### src/hw/rtl/fixed_point_fully_connected_core_defines.svh
// ----------------------------------------------------------------------------
// fixed_point_fully_connected_core_defines
// Assertion macros shared by the fully connected core files.
// ----------------------------------------------------------------------------
`ifndef FIXED_POINT_FULLY_CONNECTED_CORE_DEFINES_SVH
`define FIXED_POINT_FULLY_CONNECTED_CORE_DEFINES_SVH

`ifndef NO_ASSERTIONS
// property checked on every clock outside reset
`define FPFC_ASSERT(lbl, prop, msg) \
  lbl: assert property (@(posedge clk) disable iff (!rst_n) (prop)) else $error(msg);
// consequent checked in the cycle after the antecedent
`define FPFC_ASSERT_NEXT(lbl, ante, cons, msg) \
  lbl: assert property (@(posedge clk) disable iff (!rst_n) (ante) |=> (cons)) \
    else $error(msg);
`else
`define FPFC_ASSERT(lbl, prop, msg)
`define FPFC_ASSERT_NEXT(lbl, ante, cons, msg)
`endif

`endif

### src/hw/rtl/fpfc_pkg.sv
// ----------------------------------------------------------------------------
// fpfc_pkg
// Widths, codes and shared types of the fixed-point fully connected core.
// ----------------------------------------------------------------------------
package fpfc_pkg;

  // store depths
  localparam int MAX_INPUTS  = 1024;
  localparam int MAX_OUTPUTS = 64;

  // field widths
  localparam int FUNC_W     = 2;
  localparam int IDX_W      = 16;
  localparam int VAL_W      = 16;
  localparam int OUT_ROW_W  = 6;
  localparam int FRAC_W     = 4;
  localparam int IN_LEN_W   = 11;
  localparam int OUT_LEN_W  = 7;
  localparam int CFG_DATA_W = 11;
  localparam int CFG_IDX_W  = 2;
  localparam int ACC_W      = 32;

  // address widths
  localparam int WADDR_W = IDX_W;
  localparam int WDEPTH  = 2 ** WADDR_W;
  localparam int AIDX_W  = (MAX_INPUTS > 1) ? $clog2(MAX_INPUTS) : 1;
  localparam int ROW_W   = (MAX_OUTPUTS > 1) ? $clog2(MAX_OUTPUTS) : 1;

  // saturation bounds in accumulator width
  localparam logic signed [ACC_W-1:0] SAT_HI = ACC_W'((2 ** (VAL_W - 1)) - 1);
  localparam logic signed [ACC_W-1:0] SAT_LO = -SAT_HI - ACC_W'(1);

  // request function codes
  typedef enum logic [FUNC_W-1:0] {
    FUNC_WEIGHT = 2'd0,
    FUNC_BIAS   = 2'd1,
    FUNC_ACT    = 2'd2,
    FUNC_NOP    = 2'd3
  } fpfc_func_t;

  // configuration register indexes
  typedef enum logic [CFG_IDX_W-1:0] {
    CFG_FRAC_BITS     = 2'd0,
    CFG_INPUT_LENGTH  = 2'd1,
    CFG_OUTPUT_LENGTH = 2'd2
  } fpfc_cfg_idx_t;

  // control that travels with each product through the mac pipeline
  typedef struct packed {
    logic             vld;
    logic             first;
    logic             lastcol;
    logic             lastrow;
    logic [ROW_W-1:0] row;
  } fpfc_tag_t;

  // one finished row
  typedef struct packed {
    logic signed [VAL_W-1:0] out_value;
    logic [OUT_ROW_W-1:0]    out_row;
    logic                    last;
    logic                    clamped;
  } fpfc_res_t;

endpackage

### src/hw/rtl/fpfc_mac.sv
// ----------------------------------------------------------------------------
// fpfc_mac
// Multiply, accumulate, shift and clamp pipeline with the output register.
// ----------------------------------------------------------------------------
`include "fixed_point_fully_connected_core_defines.svh"

module fpfc_mac (
  input  logic                              clk,
  input  logic                              rst_n,
  input  fpfc_pkg::fpfc_tag_t               tag_in,
  input  logic [fpfc_pkg::VAL_W-1:0]        wgt,
  input  logic [fpfc_pkg::VAL_W-1:0]        act,
  input  logic [fpfc_pkg::VAL_W-1:0]        bias,
  input  logic [fpfc_pkg::FRAC_W-1:0]       frac,
  input  logic                              out_ready,
  output logic                              adv,
  output logic                              out_vld,
  output fpfc_pkg::fpfc_res_t               res
);
  import fpfc_pkg::*;

  fpfc_tag_t               tag2_r;
  fpfc_tag_t               fin_r;
  fpfc_tag_t               fin_nxt;
  logic signed [ACC_W-1:0] prod_r;
  logic signed [ACC_W-1:0] prod_nxt;
  logic [VAL_W-1:0]        bias2_r;
  logic signed [ACC_W-1:0] acc_r;
  logic signed [ACC_W-1:0] acc_nxt;
  logic signed [ACC_W-1:0] base;
  logic signed [ACC_W-1:0] shifted;
  logic signed [VAL_W-1:0] sat_val;
  logic                    sat_flag;
  logic                    out_vld_r;
  fpfc_res_t               res_r;

  // whole pipeline moves unless a finished row is held at the output
  assign adv = !out_vld_r || out_ready;

  // product stage
  assign prod_nxt = ACC_W'($signed(act)) * ACC_W'($signed(wgt));

  always_ff @(posedge clk) begin
    if (!rst_n) begin
      tag2_r <= '0;
    end else if (adv) begin
      tag2_r <= tag_in;
    end
  end

  always_ff @(posedge clk) begin
    if (adv) begin
      prod_r  <= prod_nxt;
      bias2_r <= bias;
    end
  end

  // accumulate stage, bias scaled in on the first column
  assign base    = ACC_W'($signed(bias2_r)) << frac;
  assign acc_nxt = (tag2_r.first ? base : acc_r) + prod_r;

  always_comb begin
    fin_nxt     = tag2_r;
    fin_nxt.vld = tag2_r.vld && tag2_r.lastcol;
  end

  always_ff @(posedge clk) begin
    if (adv && tag2_r.vld) begin
      acc_r <= acc_nxt;
    end
  end

  always_ff @(posedge clk) begin
    if (!rst_n) begin
      fin_r <= '0;
    end else if (adv) begin
      fin_r <= fin_nxt;
    end
  end

  // scale back and saturate
  assign shifted = acc_r >>> frac;

  always_comb begin
    priority if (shifted > SAT_HI) begin
      sat_val  = VAL_W'(SAT_HI);
      sat_flag = 1'b1;
    end else if (shifted < SAT_LO) begin
      sat_val  = VAL_W'(SAT_LO);
      sat_flag = 1'b1;
    end else begin
      sat_val  = VAL_W'(shifted);
      sat_flag = 1'b0;
    end
  end

  // output register
  always_ff @(posedge clk) begin
    if (!rst_n) begin
      out_vld_r <= 1'b0;
    end else if (adv) begin
      out_vld_r <= fin_r.vld;
    end
  end

  always_ff @(posedge clk) begin
    if (adv && fin_r.vld) begin
      res_r.out_value <= sat_val;
      res_r.out_row   <= OUT_ROW_W'(fin_r.row);
      res_r.last      <= fin_r.lastrow;
      res_r.clamped   <= sat_flag;
    end
  end

  assign out_vld = out_vld_r;
  assign res     = res_r;

  // checks
  `FPFC_ASSERT_NEXT(a_col_order, tag2_r.vld && !tag2_r.lastcol && adv, !(tag2_r.vld && tag2_r.first), "first column follows an unfinished row")
  `FPFC_ASSERT_NEXT(a_fin_hold, fin_r.vld && !adv, fin_r.vld, "finished row lost during output stall")
  `FPFC_ASSERT_NEXT(a_last_row, tag2_r.vld && tag2_r.lastcol && tag2_r.lastrow && adv, fin_r.vld && fin_r.lastrow, "last row not passed to the output stage")

endmodule

### config.mk
export PLATFORM = sky130hd
export DESIGN_NAME = fpfc_mac
export DESIGN_NICKNAME = d
export VERILOG_FILES = /design/src/hw/rtl/fpfc_pkg.sv /design/src/hw/rtl/fpfc_mac.sv
export VERILOG_INCLUDE_DIRS = /design/src /design/src/hw/rtl
export SDC_FILE = /design/constraint.sdc
export NUM_CORES = 1
export LEC_CHECK = 0
export ABC_AREA = 1
export BUFFER_PORTS_ARGS = -buffer_cell sky130_fd_sc_hd__buf_2
export CAP_MARGIN = 5
export CORE_MARGIN = 3
export CORE_UTILIZATION = 59
export CTS_BUF_LIST = sky130_fd_sc_hd__clkbuf_8 sky130_fd_sc_hd__clkbuf_16
export DETAILED_ROUTE_END_ITERATION = 12
export PLACE_DENSITY = 0.86
export SETUP_SLACK_MARGIN = 0.3
export SYNTH_ARGS = -nofsm -noshare
export SYNTH_HDL_FRONTEND = slang
export SYNTH_SLANG_ARGS = --single-unit
### constraint.sdc
create_clock -name clk -period 16.8 [get_ports clk]
set_input_delay 3.36 -clock clk [delete_from_list [all_inputs] [get_ports clk]]
set_output_delay 3.36 -clock clk [all_outputs]
set_load 0.02 [all_outputs]
# --- Yosys cells after proc, flatten, opt, wreduce, memory -nomap -nowiden ---
# Cells that the tools add are included.
classes:
  magnitude_cmp: 2
  mul: 1
  add_sub_neg: 1
  reduce_logical: 5
  shifts: 2
  muxes: 3
  bitwise: 0
  div: 0
  eq_ne: 0
op_table:
  columns: ["cell", "count"]
  rows:
  - ["adder 32 bit", 1]
  - ["greater-than comparator 32 x 16 -> 1 bit, second input constant", 1]
  - ["< comparator 32 x 16 -> 1 bit, second input constant", 1]
  - ["multiplier 16 x 16 -> 32 bit", 1]
  - ["two-way mux 32 bit", 1]
  - ["left shift 32 x 4 -> 32 bit", 1]
  - [">>> shifter 32 x 4 -> 32 bit", 1]
  - ["two-way mux 16 bit", 1]
  - ["logical AND 1 bit", 3]
  - ["zero test 1 bit", 1]
  - ["logical OR 1 bit", 1]
  - ["two-way mux 1 bit", 1]
totals:
  romBits: 0
  register_bits: 123
  mem_count: 0
  out_inout_bits: 26
  ram_bits: 0
  input_bits: 65
  latchBits: 0
  wordCells: 30

# --- Depth between registers and ports, before layout ---
depth:
  depth_word: 3
  mapped_depth: 28
  mapped_depth_nobuf: 26

# --- Worst setup path before layout ---
# Ideal clock, no wire load.
synth_timing:
  path_type: "input port to flip-flop"
  startpoint: "input port wgt[6] in the netlist's numbering"
  endpoint: "register prod_r[29] (data pin)"
  path_buffers: 3
  t_required_ps: 16547
  path_slack_ps: 8038
  arrival_ps: 8509
  cell_stages: 20
  path_cell_list: "clkbuf_1 -> clkbuf_1 -> nand2_1 -> fa_1 -> inv_1 -> fa_1 -> inv_1 -> fa_1 -> fa_1 -> fa_1 -> fa_1 -> inv_1 -> ha_1 -> clkbuf_1 -> nand2_1 -> nor2_1 -> nand2_1 -> or2_2 -> nand4_1 -> nand2_1"
synth_via:
  elab_chain_len: 1
synth_lines:
  columns: ["element", "line", "source"]
  rows:
  - ["start: declaration", "fpfc_mac.sv:11", "input logic [fpfc_pkg::VAL_W-1:0] wgt,"]
  - ["multiplier 16 x 16 -> 32 bit", "fpfc_mac.sv:41", "assign prod_nxt = ACC_W'($signed(act)) * ACC_W'($signed(wgt));"]
  - ["named net prod_nxt[29]", "fpfc_mac.sv:26", "logic signed [ACC_W-1:0] prod_nxt;"]
  - ["end signal: assignment", "fpfc_mac.sv:53", "prod_r <= prod_nxt;"]
  - ["end: declaration", "fpfc_mac.sv:25", "logic signed [ACC_W-1:0] prod_r;"]
# The timed path passes the listed nets, and every way through them passes these cells.
# A chain may end at the register's enable or synchronous reset.

# --- Final worst setup path ---
layout_timing:
  startpoint: "input port wgt[1] in the netlist's numbering"
  endpoint: "register prod_r[27] (data pin)"
# Same word-level chain as after synthesis.

==> summary.txt <==
Status
  – Status: complete, no violations

Timing
  – Max Fclk: 114 MHz
  – Crit path time final: between 8 and 9 ns
  – Final Cycle Share: between 50 and 60%
  – RSZ-0062 raised after global routing: false
  – TNS Setup: 0 ns
  – Max Transition Viols Final: 0
  – Slew HR: between 10% and 20%
  – Worst Skew: between 0.01 and 0.015 ns
  – Number of setup violations in the final report: 0
  – Slew @ Worst Pin: ~1.2 ns
  – Hold Vio Cnt, Final: 0

Die
  – Number of core rows: 64
  – Core Area: 30,700 sq um
  – IO Count: 91
  – Die Y: about 180 um
  – Die area: approximately 33,000 sq um
  – DIE WIDTH: ~180 um
  – Starting Density: about three fifths

Clock tree
  – Clk_lat worst skew: ~0.43 ns
  – Num CTS Buffers: 17
  – Post-CTS setup buffer count: 0
  – Max clock buf depth: 2
  – Worst-path clk slew: roughly 0.070 ns
  – Clock sinks: about 120
  – H-tree depth: 4
  – CTS tree: built
  – CTS Hold Buffers Added: 0
  – Root buffer cell: clkbuf_16
  – # resized after CTS: 0

Place
  – RD Place Congestion: 1.02
  – Buffers on Ports: 90
  – Detailed placer's ending HPWL: between 30,000 and 40,000 um

Cells and area
  – Net count, final: between 2,000 and 3,000
  – Layout cells sized above 1: approximately 6.1%
  – Area delta synth->final: 6.27%
  – N_diodes: 0
  – Most common cell after layout, fill and taps aside: nand2_1
  – Most frequent cells in the layout: nand2_1, inv_1, fa_1

Yosys
  – Synthesized cell area: ~18,000 sq um
  – Netlist cell types: between 40 and 50
  – Synthesis-stage register bit count: ~120
  – Seq/Total Area, Yosys: a little under a fifth
  – Syn avg cell area: ~7.7 sq um
  – Post-synthesis instance total: between 2,000 and 2,500
  – Number of synthesized flops with an enable pin: 104
  – Syn nets: 2,837
  – Synth Flop Type: edfxtp_1
  – Ys Warns: 0
  – Post-synth ARST share: 0%

Critical path
  – Critical Path Sink Type: flop
  – CP Cell Sequence: buf_2 > nand2_1 > inv_1 > fa_1 > fa_1 > fa_1 > fa_1 > fa_1 > inv_1 > fa_1 > inv_1 > ha_1 > nand2_1 > nor2_1 > inv_1 > nor2_1 > nand4_1 > nand3_1 > a21oi_1 > xnor2_1
  – Worst path buffer plus inverter count: 5
  – Critical-path maximum fanout: 16
  – Slowest cell on the critical path: fa_1
  – Reg-to-reg critical path endpoint: acc_r[24]
  – Critical path data arrival time: about 9.0 ns
  – CP delay by family, top: adder cells
  – Crit path launch type: input port
  – Reg2reg path depth: 13
  – CP required: approximately 17 ns
  – Critical Path Max Stage Delay: 0.82 ns
  – Most Frequent Cell on Critical Path: fa_1
  – Crit Path Category: in2reg
  – FF-to-FF Start: fin_nxt[8]
  – R2r setup slk: between 10 and 15 ns

GRT
  – All-Layer GR Usage: approximately 29%
  – Grt ovf: 0
  – First-pass GRT wire length: approximately 78,000 um
  – Initial antenna violation count: 0
  – Maximum number of pins on one net before global-route repair: 65
  – Vias in the first global route: around 16,000

Routing
  – Pre-antenna DRT Iters: 7
  – Drt wl/cell: ~16 um
  – Vias/cell: about 5.5
  – Post-route ant nets: 0
  – Via Count: 15,494
  – Initial DRC count: ~1,000
  – Drt total wl: about 46,000 um
  – DRC errors left: 0

Min path
  – Hold path cells: 0
  – WHS Endpoint: res[7]
  – HP Start: fin_r[5]
  – Worst min path class: reg2reg

Job
  – Max_cap viols: 0
[metal layers]
metal / global-route usage (%) / vias to the layer above / routed length [um]
met5: 0 / - / 0
met3: 4.32 / 137 / 2920
met1: 35.6 / 7411 / 18600
met2: 51.0 / 616 / 23200
li1: - / 7330 / -
met4: 10.1 / 0 / 1620
[per-stage QoR]
| step | utilization [%] | hold slack, ns | setup WS (ns) | instances | instance area (sq um) |
|---|---|---|---|---|---|
| global placement | 61.9 | 0.413 | 7.67 | 2781 | 19000 |
| finish | 63.8 | 0.435 | 8.00 | 2813 | 19600 |
| CTS | 63.8 | 0.438 | 8.03 | 2813 | 19600 |
| detailed placement | 61.9 | 0.421 | 7.58 | 2781 | 19000 |
| global route | 63.8 | 0.446 | 7.79 | 2813 | 19600 |
| floorplan | - | 0.409 | 8.04 | 2396 | 18500 |
[cell type report]
cell class / count / area (sq um)
multi-input cells: 1628 / 12500
fillers: 2682 / 11100
flip-flops and latches: 123 / 3500
inverters: 537 / 2020
repair buffers: 97 / 503
well taps: 396 / 495
clock buffers: 17 / 425
clock inverters: 15 / 178
[worst register-to-register path, stage by stage, from the launching register on]
cell and delay [ns]:
dfxtp_1 0.78, clkinv_1 0.73, nor2_1 0.83, clkinv_1 0.46, o21ai_0 0.34, ha_1 0.26
fa_1 0.23, nand3_1 0.10, nand2_1 0.15, a21boi_0 0.20, o21ai_0 0.56, nand3_1 0.18
o2111ai_1 0.16, xor2_1 0.11
[registers in the layout, summed over array words and instances, names as in the netlist]
signal / cells
tag2_r: 1
acc_r: 32
prod_r: 32
fin_r: 8
fin_nxt: 9
res: 24
bias2_r: 16
out_vld: 1
[synth_stat cells (16+ instances only)]
cell type  count  area [sq um]
edfxtp_1     104          3120
xnor2_1       24           210
nand3_1      117           586
clkbuf_1      81           304
inv_1        531          1990
dfxtp_1       19           380
nor2_1       122           458
nand2_1      619          2320
fa_1         263          5270
nand4_1       16           100
a21oi_1       92           460
o21ai_0      125           626
xor2_1        41           359
ha_1         113          1410
[kinds of logic (layout without fill, tap and decap cells)]
family	Yosys count	after routing	synth area share, %
compound gates	282	282	8.51
xor+xnor	65	65	3.08
fa+ha+maj	376	376	36.2
buf+inv	645	666	13.4
flops	123	123	19.0
mux	7	7	0.379
simple gates	898	898	19.5
[how the worst max path moves through the flow]
stage	start	endpoint	slack [ns]	cells past startpoint
after floorplan	wgt[6]	prod_r[29]	8.04	20
after global placement	wgt[1]	prod_r[25]	7.67	18
after detailed placement	wgt[1]	prod_r[27]	7.58	20
after CTS	wgt[1]	prod_r[27]	8.03	20
after global routing	wgt[1]	prod_r[26]	7.79	22
final	wgt[1]	prod_r[27]	8.00	20
Power is left out: the tool's default activity adds up to more than one toggle a clock period on the data nets, which glitch-free logic cannot reach.
